## src/voice_cmd_queue_busy_handshake_top_assert.svh

```systemverilog
// Assertion macros for the voice command queue top level.
// Expects signals clk and arst_n in the including scope.
`ifndef VOICE_CMD_QUEUE_BUSY_HANDSHAKE_TOP_ASSERT_SVH
`define VOICE_CMD_QUEUE_BUSY_HANDSHAKE_TOP_ASSERT_SVH

// Same-cycle implication, checked outside reset.
`define VCQ_ASSERT_IMP(lbl, ante, cons, msg) \
	lbl: assert property (@(posedge clk) disable iff (!arst_n) (ante) |-> (cons)) \
		else $error(msg);

// Next-cycle implication, checked outside reset.
`define VCQ_ASSERT_NXT(lbl, ante, cons, msg) \
	lbl: assert property (@(posedge clk) disable iff (!arst_n) (ante) |=> (cons)) \
		else $error(msg);

`endif

```

## src/vcq_pkg.sv

```systemverilog
`timescale 1ns / 1ps
// Shared types, codes and constants for the voice command queue.
// No dependencies; imported by every module of the block.
package vcq_pkg;

	localparam int QUEUE_DEPTH = 8;
	localparam int MAX_TEXT    = 64;
	localparam int PTR_W       = $clog2(QUEUE_DEPTH);
	localparam int LEN_LIMIT   = MAX_TEXT + 15;
	localparam int LEN_W       = 7;

	// command queue between front and back
	localparam int FIFO_DEPTH  = 4;
	localparam int FIFO_PTR_W  = $clog2(FIFO_DEPTH);
	localparam int FIFO_CNT_W  = $clog2(FIFO_DEPTH + 1);

	localparam logic [1:0] OP_POLL = 2'd0;
	localparam logic [1:0] OP_ENQ  = 2'd1;
	localparam logic [1:0] OP_STOP = 2'd2;

	localparam logic [1:0] PH_IDLE         = 2'd0;
	localparam logic [1:0] PH_WAIT_ASSERT  = 2'd1;
	localparam logic [1:0] PH_WAIT_RELEASE = 2'd2;

	localparam logic [LEN_W-1:0] CLEAR_LEN = LEN_W'(3);

	localparam logic REG_BUSY_LEVEL = 1'b0;
	localparam logic REG_TIMEOUT    = 1'b1;
	localparam logic [15:0] TIMEOUT_RESET = 16'd100;

	typedef struct packed {
		logic [1:0]  opcode;
		logic [31:0] now_ms;
		logic        busy_pin;
		logic [15:0] msg_ref;
		logic [15:0] msg_len;
	} in_item_t;

	typedef struct packed {
		logic             send_valid;
		logic             send_kind;
		logic [15:0]      send_ref;
		logic [LEN_W-1:0] send_len;
		logic             push_ok;
		logic [1:0]       phase;
		logic             is_busy;
	} result_t;

	// classified command handed from front to back
	typedef struct packed {
		logic [1:0]       op;
		logic [31:0]      now_ms;
		logic             pin_busy;
		logic [15:0]      msg_ref;
		logic [LEN_W-1:0] msg_len;
	} cmd_t;

	function automatic logic [PTR_W-1:0] ring_next(input logic [PTR_W-1:0] i);
		return (i == PTR_W'(QUEUE_DEPTH - 1)) ? '0 : i + 1'b1;
	endfunction

	function automatic logic [FIFO_PTR_W-1:0] fifo_next(input logic [FIFO_PTR_W-1:0] i);
		return (i == FIFO_PTR_W'(FIFO_DEPTH - 1)) ? '0 : i + 1'b1;
	endfunction

endpackage

```

## src/vcq_front.sv

```systemverilog
`timescale 1ns / 1ps
// Front end: accepts items, resolves the busy level and clamps the length.
// Depends on vcq_pkg.
module vcq_front (
	input  logic                          clk,
	input  logic                          arst_n,
	input  logic                          start,
	input  vcq_pkg::in_item_t             item,
	input  logic                          busy_level,
	input  logic [vcq_pkg::FIFO_CNT_W-1:0] fifo_level,
	output logic                          busy,
	output logic                          cmd_valid,
	output vcq_pkg::cmd_t                 cmd
);
	import vcq_pkg::*;

	logic                 vld_s1;
	cmd_t                 cmd_s1;
	cmd_t                 cmd_d;
	logic [FIFO_CNT_W:0]  pending;
	logic                 accept;

	// count queued beats plus the one in this stage
	assign pending = {1'b0, fifo_level} + {{FIFO_CNT_W{1'b0}}, vld_s1};
	assign busy    = (pending >= (FIFO_CNT_W + 1)'(FIFO_DEPTH));
	assign accept  = start && !busy;

	// classify the incoming beat
	always_comb begin
		cmd_d.op       = item.opcode;
		cmd_d.now_ms   = item.now_ms;
		cmd_d.pin_busy = (item.busy_pin == busy_level);
		cmd_d.msg_ref  = item.msg_ref;
		cmd_d.msg_len  = (item.msg_len > 16'(LEN_LIMIT)) ? LEN_W'(LEN_LIMIT)
		                                                : item.msg_len[LEN_W-1:0];
	end

	always_ff @(posedge clk or negedge arst_n) begin
		if (!arst_n) begin
			vld_s1 <= 1'b0;
		end else begin
			vld_s1 <= accept;
		end
	end

	always_ff @(posedge clk) begin
		if (accept) begin
			cmd_s1 <= cmd_d;
		end
	end

	assign cmd_valid = vld_s1;
	assign cmd       = cmd_s1;

endmodule

```

## src/vcq_cmd_fifo.sv

```systemverilog
`timescale 1ns / 1ps
// Short command queue between the front end and the execution back end.
// Depends on vcq_pkg.
module vcq_cmd_fifo (
	input  logic                           clk,
	input  logic                           arst_n,
	input  logic                           push,
	input  vcq_pkg::cmd_t                  push_cmd,
	input  logic                           pop,
	output logic                           not_empty,
	output vcq_pkg::cmd_t                  head_cmd,
	output logic [vcq_pkg::FIFO_CNT_W-1:0] level
);
	import vcq_pkg::*;

	cmd_t                  mem_q [FIFO_DEPTH];
	logic [FIFO_PTR_W-1:0] wr_ptr_q;
	logic [FIFO_PTR_W-1:0] rd_ptr_q;
	logic [FIFO_CNT_W-1:0] cnt_q;
	logic                  do_pop;

	assign not_empty = (cnt_q != '0);
	assign do_pop    = pop && not_empty;
	assign head_cmd  = mem_q[rd_ptr_q];
	assign level     = cnt_q;

	// advance pointers and occupancy
	always_ff @(posedge clk or negedge arst_n) begin
		if (!arst_n) begin
			wr_ptr_q <= '0;
			rd_ptr_q <= '0;
			cnt_q    <= '0;
		end else begin
			if (push) begin
				wr_ptr_q <= fifo_next(wr_ptr_q);
			end
			if (do_pop) begin
				rd_ptr_q <= fifo_next(rd_ptr_q);
			end
			if (push && !do_pop) begin
				cnt_q <= cnt_q + 1'b1;
			end else if (!push && do_pop) begin
				cnt_q <= cnt_q - 1'b1;
			end
		end
	end

	always_ff @(posedge clk) begin
		if (push) begin
			mem_q[wr_ptr_q] <= push_cmd;
		end
	end

endmodule

```

## src/vcq_back.sv

```systemverilog
`timescale 1ns / 1ps
// Back end: busy handshake phase machine, message ring and result register.
// Depends on vcq_pkg.
module vcq_back (
	input  logic              clk,
	input  logic              arst_n,
	input  logic              go,
	input  vcq_pkg::cmd_t     cmd,
	input  logic [15:0]       timeout_ms,
	output logic              done,
	output vcq_pkg::result_t  result
);
	import vcq_pkg::*;

	logic [1:0]       phase_q;
	logic [31:0]      start_ms_q;
	logic [PTR_W-1:0] head_q;
	logic [PTR_W-1:0] tail_q;
	logic [15:0]      ring_ref_q [QUEUE_DEPTH];
	logic [LEN_W-1:0] ring_len_q [QUEUE_DEPTH];
	logic             done_q;
	result_t          res_q;

	logic [1:0]       phase_d;
	logic [31:0]      start_ms_d;
	logic [PTR_W-1:0] head_d;
	logic [PTR_W-1:0] tail_d;
	logic             ring_wr;
	logic             try_send;
	logic             timed_out;
	logic [31:0]      elapsed;
	logic [PTR_W-1:0] tail_nxt;
	result_t          res_d;

	assign elapsed   = cmd.now_ms - start_ms_q;
	assign timed_out = (elapsed >= {16'd0, timeout_ms});
	assign tail_nxt  = ring_next(tail_q);

	// execute one command
	always_comb begin
		phase_d    = phase_q;
		start_ms_d = start_ms_q;
		head_d     = head_q;
		tail_d     = tail_q;
		ring_wr    = 1'b0;
		try_send   = 1'b0;
		res_d      = '0;
		case (cmd.op)
			OP_POLL: begin
				case (phase_q)
					PH_IDLE: begin
						if (cmd.pin_busy) begin
							phase_d    = PH_WAIT_RELEASE;
							start_ms_d = cmd.now_ms;
						end else begin
							try_send = 1'b1;
						end
					end
					PH_WAIT_ASSERT: begin
						if (cmd.pin_busy) begin
							phase_d = PH_WAIT_RELEASE;
						end else if (timed_out) begin
							phase_d  = PH_IDLE;
							try_send = 1'b1;
						end
					end
					PH_WAIT_RELEASE: begin
						if (!cmd.pin_busy) begin
							phase_d  = PH_IDLE;
							try_send = 1'b1;
						end
					end
					default: begin
						phase_d  = PH_IDLE;
						try_send = 1'b1;
					end
				endcase
				// send the next queued message
				if (try_send && (head_q != tail_q)) begin
					res_d.send_valid = 1'b1;
					res_d.send_ref   = ring_ref_q[head_q];
					res_d.send_len   = ring_len_q[head_q];
					head_d           = ring_next(head_q);
					start_ms_d       = cmd.now_ms;
					phase_d          = cmd.pin_busy ? PH_WAIT_RELEASE : PH_WAIT_ASSERT;
				end
			end
			OP_ENQ: begin
				if (tail_nxt != head_q) begin
					ring_wr       = 1'b1;
					tail_d        = tail_nxt;
					res_d.push_ok = 1'b1;
				end
			end
			OP_STOP: begin
				head_d           = tail_q;
				res_d.send_valid = 1'b1;
				res_d.send_kind  = 1'b1;
				res_d.send_len   = CLEAR_LEN;
				start_ms_d       = cmd.now_ms;
				phase_d          = cmd.pin_busy ? PH_WAIT_RELEASE : PH_IDLE;
			end
			default: begin
			end
		endcase
		res_d.phase   = phase_d;
		res_d.is_busy = cmd.pin_busy || (phase_d != PH_IDLE) || (head_d != tail_d);
	end

	// commit state and register the result beat
	always_ff @(posedge clk or negedge arst_n) begin
		if (!arst_n) begin
			phase_q    <= PH_IDLE;
			start_ms_q <= '0;
			head_q     <= '0;
			tail_q     <= '0;
			done_q     <= 1'b0;
		end else begin
			done_q <= go;
			if (go) begin
				phase_q    <= phase_d;
				start_ms_q <= start_ms_d;
				head_q     <= head_d;
				tail_q     <= tail_d;
			end
		end
	end

	always_ff @(posedge clk) begin
		if (go) begin
			res_q <= res_d;
		end
		if (go && ring_wr) begin
			ring_ref_q[tail_q] <= cmd.msg_ref;
			ring_len_q[tail_q] <= cmd.msg_len;
		end
	end

	assign done   = done_q;
	assign result = res_q;

endmodule

```

## src/voice_cmd_queue_busy_handshake_top.sv

```systemverilog
`timescale 1ns / 1ps
// Voice command queue with busy-pin handshake.
// A beat passes the front register, the command queue, then the done and result registers.
// Throughput: one item per cycle; the back end drains the 4-entry command queue every
// cycle, so the queue never holds more than one beat and busy stays low.
// Reset (arst_n low): phase idle, ring empty, level 0, timeout 100 ms.
module voice_cmd_queue_busy_handshake_top (
	input  logic               clk,
	input  logic               arst_n,
	input  logic               start,
	output logic               busy,
	input  vcq_pkg::in_item_t  item,
	output logic               done,
	output vcq_pkg::result_t   result,
	input  logic               cfg_valid,
	output logic               cfg_ready,
	input  logic               cfg_index,
	input  logic [15:0]        cfg_data
);
	import vcq_pkg::*;

	logic                  busy_level_q;
	logic [15:0]           timeout_q;
	logic                  front_valid;
	cmd_t                  front_cmd;
	logic                  fifo_not_empty;
	cmd_t                  fifo_head;
	logic [FIFO_CNT_W-1:0] fifo_level;

	assign cfg_ready = 1'b1;

	// hold configuration registers
	always_ff @(posedge clk or negedge arst_n) begin
		if (!arst_n) begin
			busy_level_q <= 1'b0;
			timeout_q    <= TIMEOUT_RESET;
		end else if (cfg_valid && cfg_ready) begin
			case (cfg_index)
				REG_BUSY_LEVEL: busy_level_q <= cfg_data[0];
				REG_TIMEOUT:    timeout_q    <= cfg_data;
				default: begin
				end
			endcase
		end
	end

	vcq_front u_front (
		.clk        (clk),
		.arst_n     (arst_n),
		.start      (start),
		.item       (item),
		.busy_level (busy_level_q),
		.fifo_level (fifo_level),
		.busy       (busy),
		.cmd_valid  (front_valid),
		.cmd        (front_cmd)
	);

	vcq_cmd_fifo u_fifo (
		.clk       (clk),
		.arst_n    (arst_n),
		.push      (front_valid),
		.push_cmd  (front_cmd),
		.pop       (1'b1),
		.not_empty (fifo_not_empty),
		.head_cmd  (fifo_head),
		.level     (fifo_level)
	);

	vcq_back u_back (
		.clk        (clk),
		.arst_n     (arst_n),
		.go         (fifo_not_empty),
		.cmd        (fifo_head),
		.timeout_ms (timeout_q),
		.done       (done),
		.result     (result)
	);

	`include "voice_cmd_queue_busy_handshake_top_assert.svh"

	`VCQ_ASSERT_NXT(a_accept_reaches_front, start && !busy, front_valid, "accepted beat lost")
	`VCQ_ASSERT_IMP(a_clear_shape, done && result.send_kind, result.send_valid && (result.send_len == CLEAR_LEN), "clear command malformed")
	`VCQ_ASSERT_IMP(a_push_no_send, done && result.push_ok, !result.send_valid, "enqueue also sent")
	`VCQ_ASSERT_IMP(a_phase_busy, done && (result.phase != PH_IDLE), result.is_busy, "active phase not reported busy")

endmodule

```

## config.mk

```make
export PLATFORM = sky130hd
export DESIGN_NAME = voice_cmd_queue_busy_handshake_top
export DESIGN_NICKNAME = d
export VERILOG_FILES = /design/src/vcq_pkg.sv /design/src/vcq_front.sv /design/src/vcq_cmd_fifo.sv /design/src/vcq_back.sv /design/src/voice_cmd_queue_busy_handshake_top.sv
export VERILOG_INCLUDE_DIRS = /design/src /design/src/src
export SDC_FILE = /design/constraint.sdc
export NUM_CORES = 1
export LEC_CHECK = 0
export ABC_AREA = 1
export BUFFER_PORTS_ARGS = -buffer_cell sky130_fd_sc_hd__buf_2
export CAP_MARGIN = 20
export CORE_MARGIN = 5
export CORE_UTILIZATION = 50
export CTS_BUF_LIST = sky130_fd_sc_hd__clkbuf_8
export DETAILED_ROUTE_END_ITERATION = 16
export PLACE_DENSITY = 0.65
export SLEW_MARGIN = 10
export SYNTH_ARGS = -nofsm -noshare
export SYNTH_HDL_FRONTEND = slang
export SYNTH_SLANG_ARGS = --single-unit
```

## constraint.sdc

```tcl
create_clock -name clk -period 5.59 [get_ports clk]
set_clock_uncertainty 0.1 [all_clocks]
set_input_delay 0.2795 -clock clk [delete_from_list [all_inputs] [get_ports clk]]
set_output_delay 0.2795 -clock clk [all_outputs]
set_load 0.01 [all_outputs]
```

Word level (Yosys, flattened, before mapping)
Memory sizes are Yosys's and may differ from the RTL's. A register that Yosys moved wholly into a read port is not among the register bits.
Cells that the tools add are included.
Widths: inputs -> output; s select.
{"block": "word_totals", "ff_bits": 137, "ramBits": 416, "in_bits": 88, "out_inout_bits": 32, "word_cells": 112, "n_memories": 3}
{"name": "u_fifo.mem_q", "words": 4, "width": 58, "read_ports": 1, "rd_clocked_by_memory_dff": 0, "write_ports": 1, "line_no": "vcq_cmd_fifo.sv:16", "rtl": "cmd_t mem_q [FIFO_DEPTH];"}
{"name": "u_back.ring_ref_q", "words": 8, "width": 16, "read_ports": 1, "rd_clocked_by_memory_dff": 1, "write_ports": 1, "line_no": "vcq_back.sv:19", "rtl": "logic [15:0] ring_ref_q [QUEUE_DEPTH];"}
{"name": "u_back.ring_len_q", "words": 8, "width": 7, "read_ports": 1, "rd_clocked_by_memory_dff": 0, "write_ports": 1, "line_no": "vcq_back.sv:20", "rtl": "logic [LEN_W-1:0] ring_len_q [QUEUE_DEPTH];"}
{"block": "op_classes", "n_addsub": 8, "n_lt_le_gt_ge": 3, "eq_ne": 14, "n_mux": 39, "bitwise": 1, "n_reduce_logical": 22}
{"cell": "$mux 32", "n": 3}
{"cell": "$pmux 32 s2", "n": 1}
{"cell": "$ge 32x16->1", "n": 1}
{"cell": "$sub 32x32->32", "n": 1}
{"cell": "$mux 3", "n": 7}
{"cell": "$mux 2", "n": 9}
{"cell": "$gt 16x7->1 const B", "n": 1}
{"cell": "$pmux 7 s2", "n": 1}
{"cell": "$mux 1", "n": 12}
{"cell": "$add 3x1->3 const B", "n": 3}
{"cell": "$ne 3x3->1", "n": 3}
{"cell": "$eq 2x2->1 const B", "n": 4}
{"cell": "$mux 7", "n": 1}
{"cell": "$eq 3x3->1 const B", "n": 2}
{"cell": "$pmux 2 s3", "n": 1}
{"cell": "$pmux 3 s2", "n": 1}
{"cell": "$reduce_and 2->1", "n": 3}
{"cell": "$reduce_bool 2->1", "n": 3}
{"cell": "$logic_and 1x1->1", "n": 5}
{"cell": "$add 2x1->2 const B", "n": 2}
{"cell": "$add 3x1->4", "n": 1}
{"cell": "$eq 2x1->1 const B", "n": 2}
{"cell": "$ge 4x3->1 const B", "n": 1}
{"cell": "$logic_not 1->1", "n": 4}
{"cell": "12 further kinds", "n": 15}

Logic depth before layout (Yosys ltp)
An unclocked memory read counts as a cell.
{"block": "depth", "ltp_word": 13, "depth_mapped": 37, "ltp_nobuf": 34}

Hierarchy
A second synthesis with hierarchy kept.
{"block": "unflattened", "hier_cells": 2265, "hier_area_um2": 25470.7}
{"module": "vcq_back", "instances": 1, "cells_per_inst": 1370, "area_per_inst_um2": 12796.0, "seq_area_each_um2": 7422.1}
{"module": "vcq_cmd_fifo", "instances": 1, "cells_per_inst": 731, "area_per_inst_um2": 10010.9, "seq_area_each_um2": 7141.8}
{"module": "vcq_front", "instances": 1, "cells_per_inst": 86, "area_per_inst_um2": 1913.1, "seq_area_each_um2": 1766.7}
{"module": "voice_cmd_queue_busy_handshake_top", "instances": 1, "cells_per_inst": 78, "area_per_inst_um2": 750.7, "seq_area_each_um2": 429.2}

Worst setup path before layout
No wires, ideal clock.
{"block": "synth_timing", "path_kind": "reg-to-reg", "from": "register u_fifo.rd_ptr_q[0]", "to": "register u_back.res_q (netlist bit u_back.result[0]) (data pin)", "setup_time_ns": 0.254, "arrival_ns": 4.208, "t_required_ns": 5.236, "setup_slack_ns": 1.028, "stages_incl_launch_ff": 37, "n_path_buf": 3, "period_less_slack_ns": 4.562, "cell_sequence": "dfrtp_1 buf_2 inv_2 clkbuf_1 clkbuf_1 nand2_1 a32o_1 ha_1 fa_1 inv_1 nand2_1 nand2_1 and2_1 nand2_1 nand3_2 xor2_1 ha_1 a21oi_1 nor3_1 nor3b_1 nand2_1 nor2_1 nand2_1 nor2_1 nand2_1 nor2_2 nand2_1 nand2_1 nand2_2 nand2_4 nand2_1 nand2_1 nand2_1 nor2_1 nand2_1 nor2_1 nand2_1"}
{"item": "start, declared", "line_no": "vcq_cmd_fifo.sv:18", "rtl": "logic [FIFO_PTR_W-1:0] rd_ptr_q;"}
{"item": "start signal, assigned", "line_no": "vcq_cmd_fifo.sv:38", "rtl": "rd_ptr_q <= fifo_next(rd_ptr_q);"}
{"item": "end signal, assigned", "line_no": "vcq_back.sv:131", "rtl": "res_q <= res_d;"}
{"item": "end, declared", "line_no": "vcq_back.sv:22", "rtl": "result_t res_q;"}

==> results.cfg <==
[status]
run_status = finished, final reports clean

[place]
dp_hpwl_mm = 34.9
port_buffers = 118
dpl.cell_count = 2905
routabilityCongestion = 0.928
place_area_sq_um = 25900

[routing]
initialDrtViolationCount = 1192
drtPass1Iterations = 5
routed_wl_mm = 55.7
vias_per_cell = 5.21
dr_total_vias = 16400
detail_route.wl_per_cell_um = 17.7
final_antenna_net_count = 0
drc_errors = 0

[logic_synthesis]
synth_cell_type_count = 47
syn-num-nets = 2320
yosysWarnings = 0
post-synth-top-area-cell = edfxtp_1
synth.area.top_cells = edfxtp_1, dfrtp_1, nand2_1
synth_edf_count = 503
ys_ff_latch = 569
netlist_instances = 2172
seq_area_frac_synth = 0.682
synth_top_flop_cell = edfxtp_1
syn_area_per_cell_sq_um = 11.3
synth_top_area_share = 0.615
async_flop_share = 0.116
netlist_area_sq_um = 24600

[cells_and_area]
area_delta_synth_final_pct = 15.5
fin_nets = 2561
postLayoutCoreUtil = 0.582
final_common_cell = edfxtp_1
final_area_sq_um = 28400
finalNonFillerCells = 3147
drive_above_1_share = 0.139
final_cell_mix = edfxtp_1, nand2_1, nor2_1
antennaDiodeCount = 0
n_fill_cell = 3915

[global_routing]
grt_max_degree = 96
grt_pass1_wl_mm = 88.0
grtUsageTotal = 0.208
antenna_found_initial = 1
grt_overflow = 0
grt_pass1_vias = 16300

[setup_path]
crit_path_max_incr_delay_ns = 0.43
cpMaxStageDelayCell = dfrtp_4
worstPathMaxFanout = 73
r2r_end = u_back.start_ms_q[28]$_DFFE_PN0P_
reg2reg_slack_ns = 0.52
worstPathRequired_ns = 6.08
critPathMostFrequentCell = nand2_1
reg2reg_from = u_fifo.rd_ptr_q[0]$_DFFE_PN0N_
critical_path_class = flip-flop to flip-flop
arrival_ns = 5.56
startpoint_type = flip-flop
cp-end-kind = flip-flop
reg2reg_depth = 30

[clock_tree]
cts_inserted_buffers = 92
cts_tree = yes
clk_path_buf_depth = 3
cts_sinks = 569
clkLatencyLatePin_ns = 0.69
cts-root-buf = clkbuf_8
cts.clk_slew.worst_paths_ns = 0.06
cts_max_level = 3

[die]
io_pins = 120
row_count = 81
fp.dieW_um = 232
die_area_sq_um = 53700
start_util = 0.504
die_h_um = 232
core_region_area_sq_um = 48700

[timing]
drv_slew = 0
finalSetupViolations = 0
slew_headroom = 0.250
worst_pin_slew_ns = 1.12
min_period_ns = 5.07
hold_violations = 0
fmax_ghz = 0.197
fin_crit_sh = 0.908
setup_tns_ns = 0

[pwr]
p_per_area_nw_per_um2 = 623
leakagePower_nw = 11.4
power_w = 0.0177
peakVddDrop_v = 0.000273

[hold_path]
hp-start = item[11]
holdPathEnd = u_front.cmd[4]$_SDFFCE_PN0P_
hold_class = input port to flip-flop
hold_depth = 4

[flow_run]
drv_cap = 0
[cells by family after synthesis]
kind of cell             share of synthesized area
AO/OA/AOI/OAI                                0.101
XOR/XNOR                                   0.00784
adder cells (fa/ha/maj)                     0.0309
buffers and inverters                       0.0509
flip-flops                                   0.682
other                                     0.000153
AND/OR/NAND/NOR                              0.127
[cells in the mapped netlist, types with 7 or more instances]
cell,number
edfxtp_1,503
nand2_1,377
nor2_1,315
inv_1,225
o21ai_0,217
o22ai_1,80
clkbuf_1,71
dfrtp_1,63
a21oi_1,61
ha_1,59
nand3_1,41
a21oi_2,26
o221ai_1,16
xor2_1,14
xnor2_1,8
a211oi_1,7
a32o_1,7
nand2_2,7
nor3_1,7
[per-layer routing]
metal	vias up	part of all wire	wire length (um)	GRT usage
li1	7982	-	-	-
met1	7890	0.44	24300	0.283
met2	456	0.49	27200	0.346
met3	77	0.056	3090	0.0368
met4	0	0.020	1120	0.0643
met5	-	0	0	0
[flip-flops by register name, indices dropped and copies added (netlist names), 16 cells and up]
signal and cells:
u_fifo.mem_q 232, u_back.ring_ref_q 128, u_front.cmd 58, u_back.ring_len_q 56, u_back.start_ms_q 32, u_back.result 29, timeout_q 16
[what timing repair did]
item | CTS | global route
gates resized for setup | 0 | 7
buffers inserted | 0 | 0
hold buffers | 78 | 0
endpoints found under the hold margin | 138 | 0
setup endpoints to repair | 0 | 50
[through the flow]
step	setup slack, ns	hold WS [ns]
2_1_floorplan	1.03	-0.116
3_3_place_gp	0.478	0.356
3_5_place_dp	0.366	0.358
4_1_cts	0.322	0.00365
5_1_grt	-0.00336	0.0490
6_report	0.516	0.0712
[cell type report]
cell class / count / area, sq um / area share
clock inverters: 70 / 362 / 0.0127
inverters: 230 / 867 / 0.0305
repair buffers: 233 / 1670 / 0.0589
well taps: 664 / 831 / 0.0293
multi-input cells: 1287 / 6600 / 0.232
flip-flops and latches: 569 / 16800 / 0.591
clock buffers: 94 / 1290 / 0.0456
[power by group]
group	switching, W	internal (W)	leakage, nW	total [W]
sequential	0.000356	0.00592	5.35	0.00627
combinational	0.00562	0.00255	5.04	0.00817
clock	0.00161	0.00163	0.961	0.00324
total	0.00759	0.0101	11.4	0.0177
[worst max-delay path: cells and delay by family (launching register included)]
kind | cells | cell delay [ns]
and+or+nand+nor | 18 | 1.79
AOI/OAI and AO/OA | 5 | 0.93
buffers and inverters | 4 | 0.72
adders and majority gates | 2 | 0.65
DFF | 1 | 0.43
xor gates and xnor gates | 1 | 0.23
[worst max-delay path by stage]
| stage | depth (start not counted) | slack [ns] | from | to |
|---|---|---|---|---|
| after floorplan | 36 | 1.03 | u_fifo.rd_ptr_q[0]$_DFFE_PN0N_ | u_back.result[0]$_DFFE_PN_ |
| after global placement | 27 | 0.48 | u_fifo.rd_ptr_q[0]$_DFFE_PN0N_ | u_back.result[8]$_DFFE_PN_ |
| after detailed placement | 26 | 0.37 | u_fifo.rd_ptr_q[0]$_DFFE_PN0N_ | u_back.result[9]$_DFFE_PN_ |
| after CTS | 29 | 0.32 | u_fifo.rd_ptr_q[0]$_DFFE_PN0N_ | u_back.start_ms_q[28]$_DFFE_PN0P_ |
| after global routing | 30 | -0.003 | u_fifo.rd_ptr_q[1]$_DFFE_PN0N_ | u_back.start_ms_q[30]$_DFFE_PN0P_ |
| final | 30 | 0.52 | u_fifo.rd_ptr_q[0]$_DFFE_PN0N_ | u_back.start_ms_q[28]$_DFFE_PN0P_ |
No activity file was read; power rests on OpenSTA's default activity.
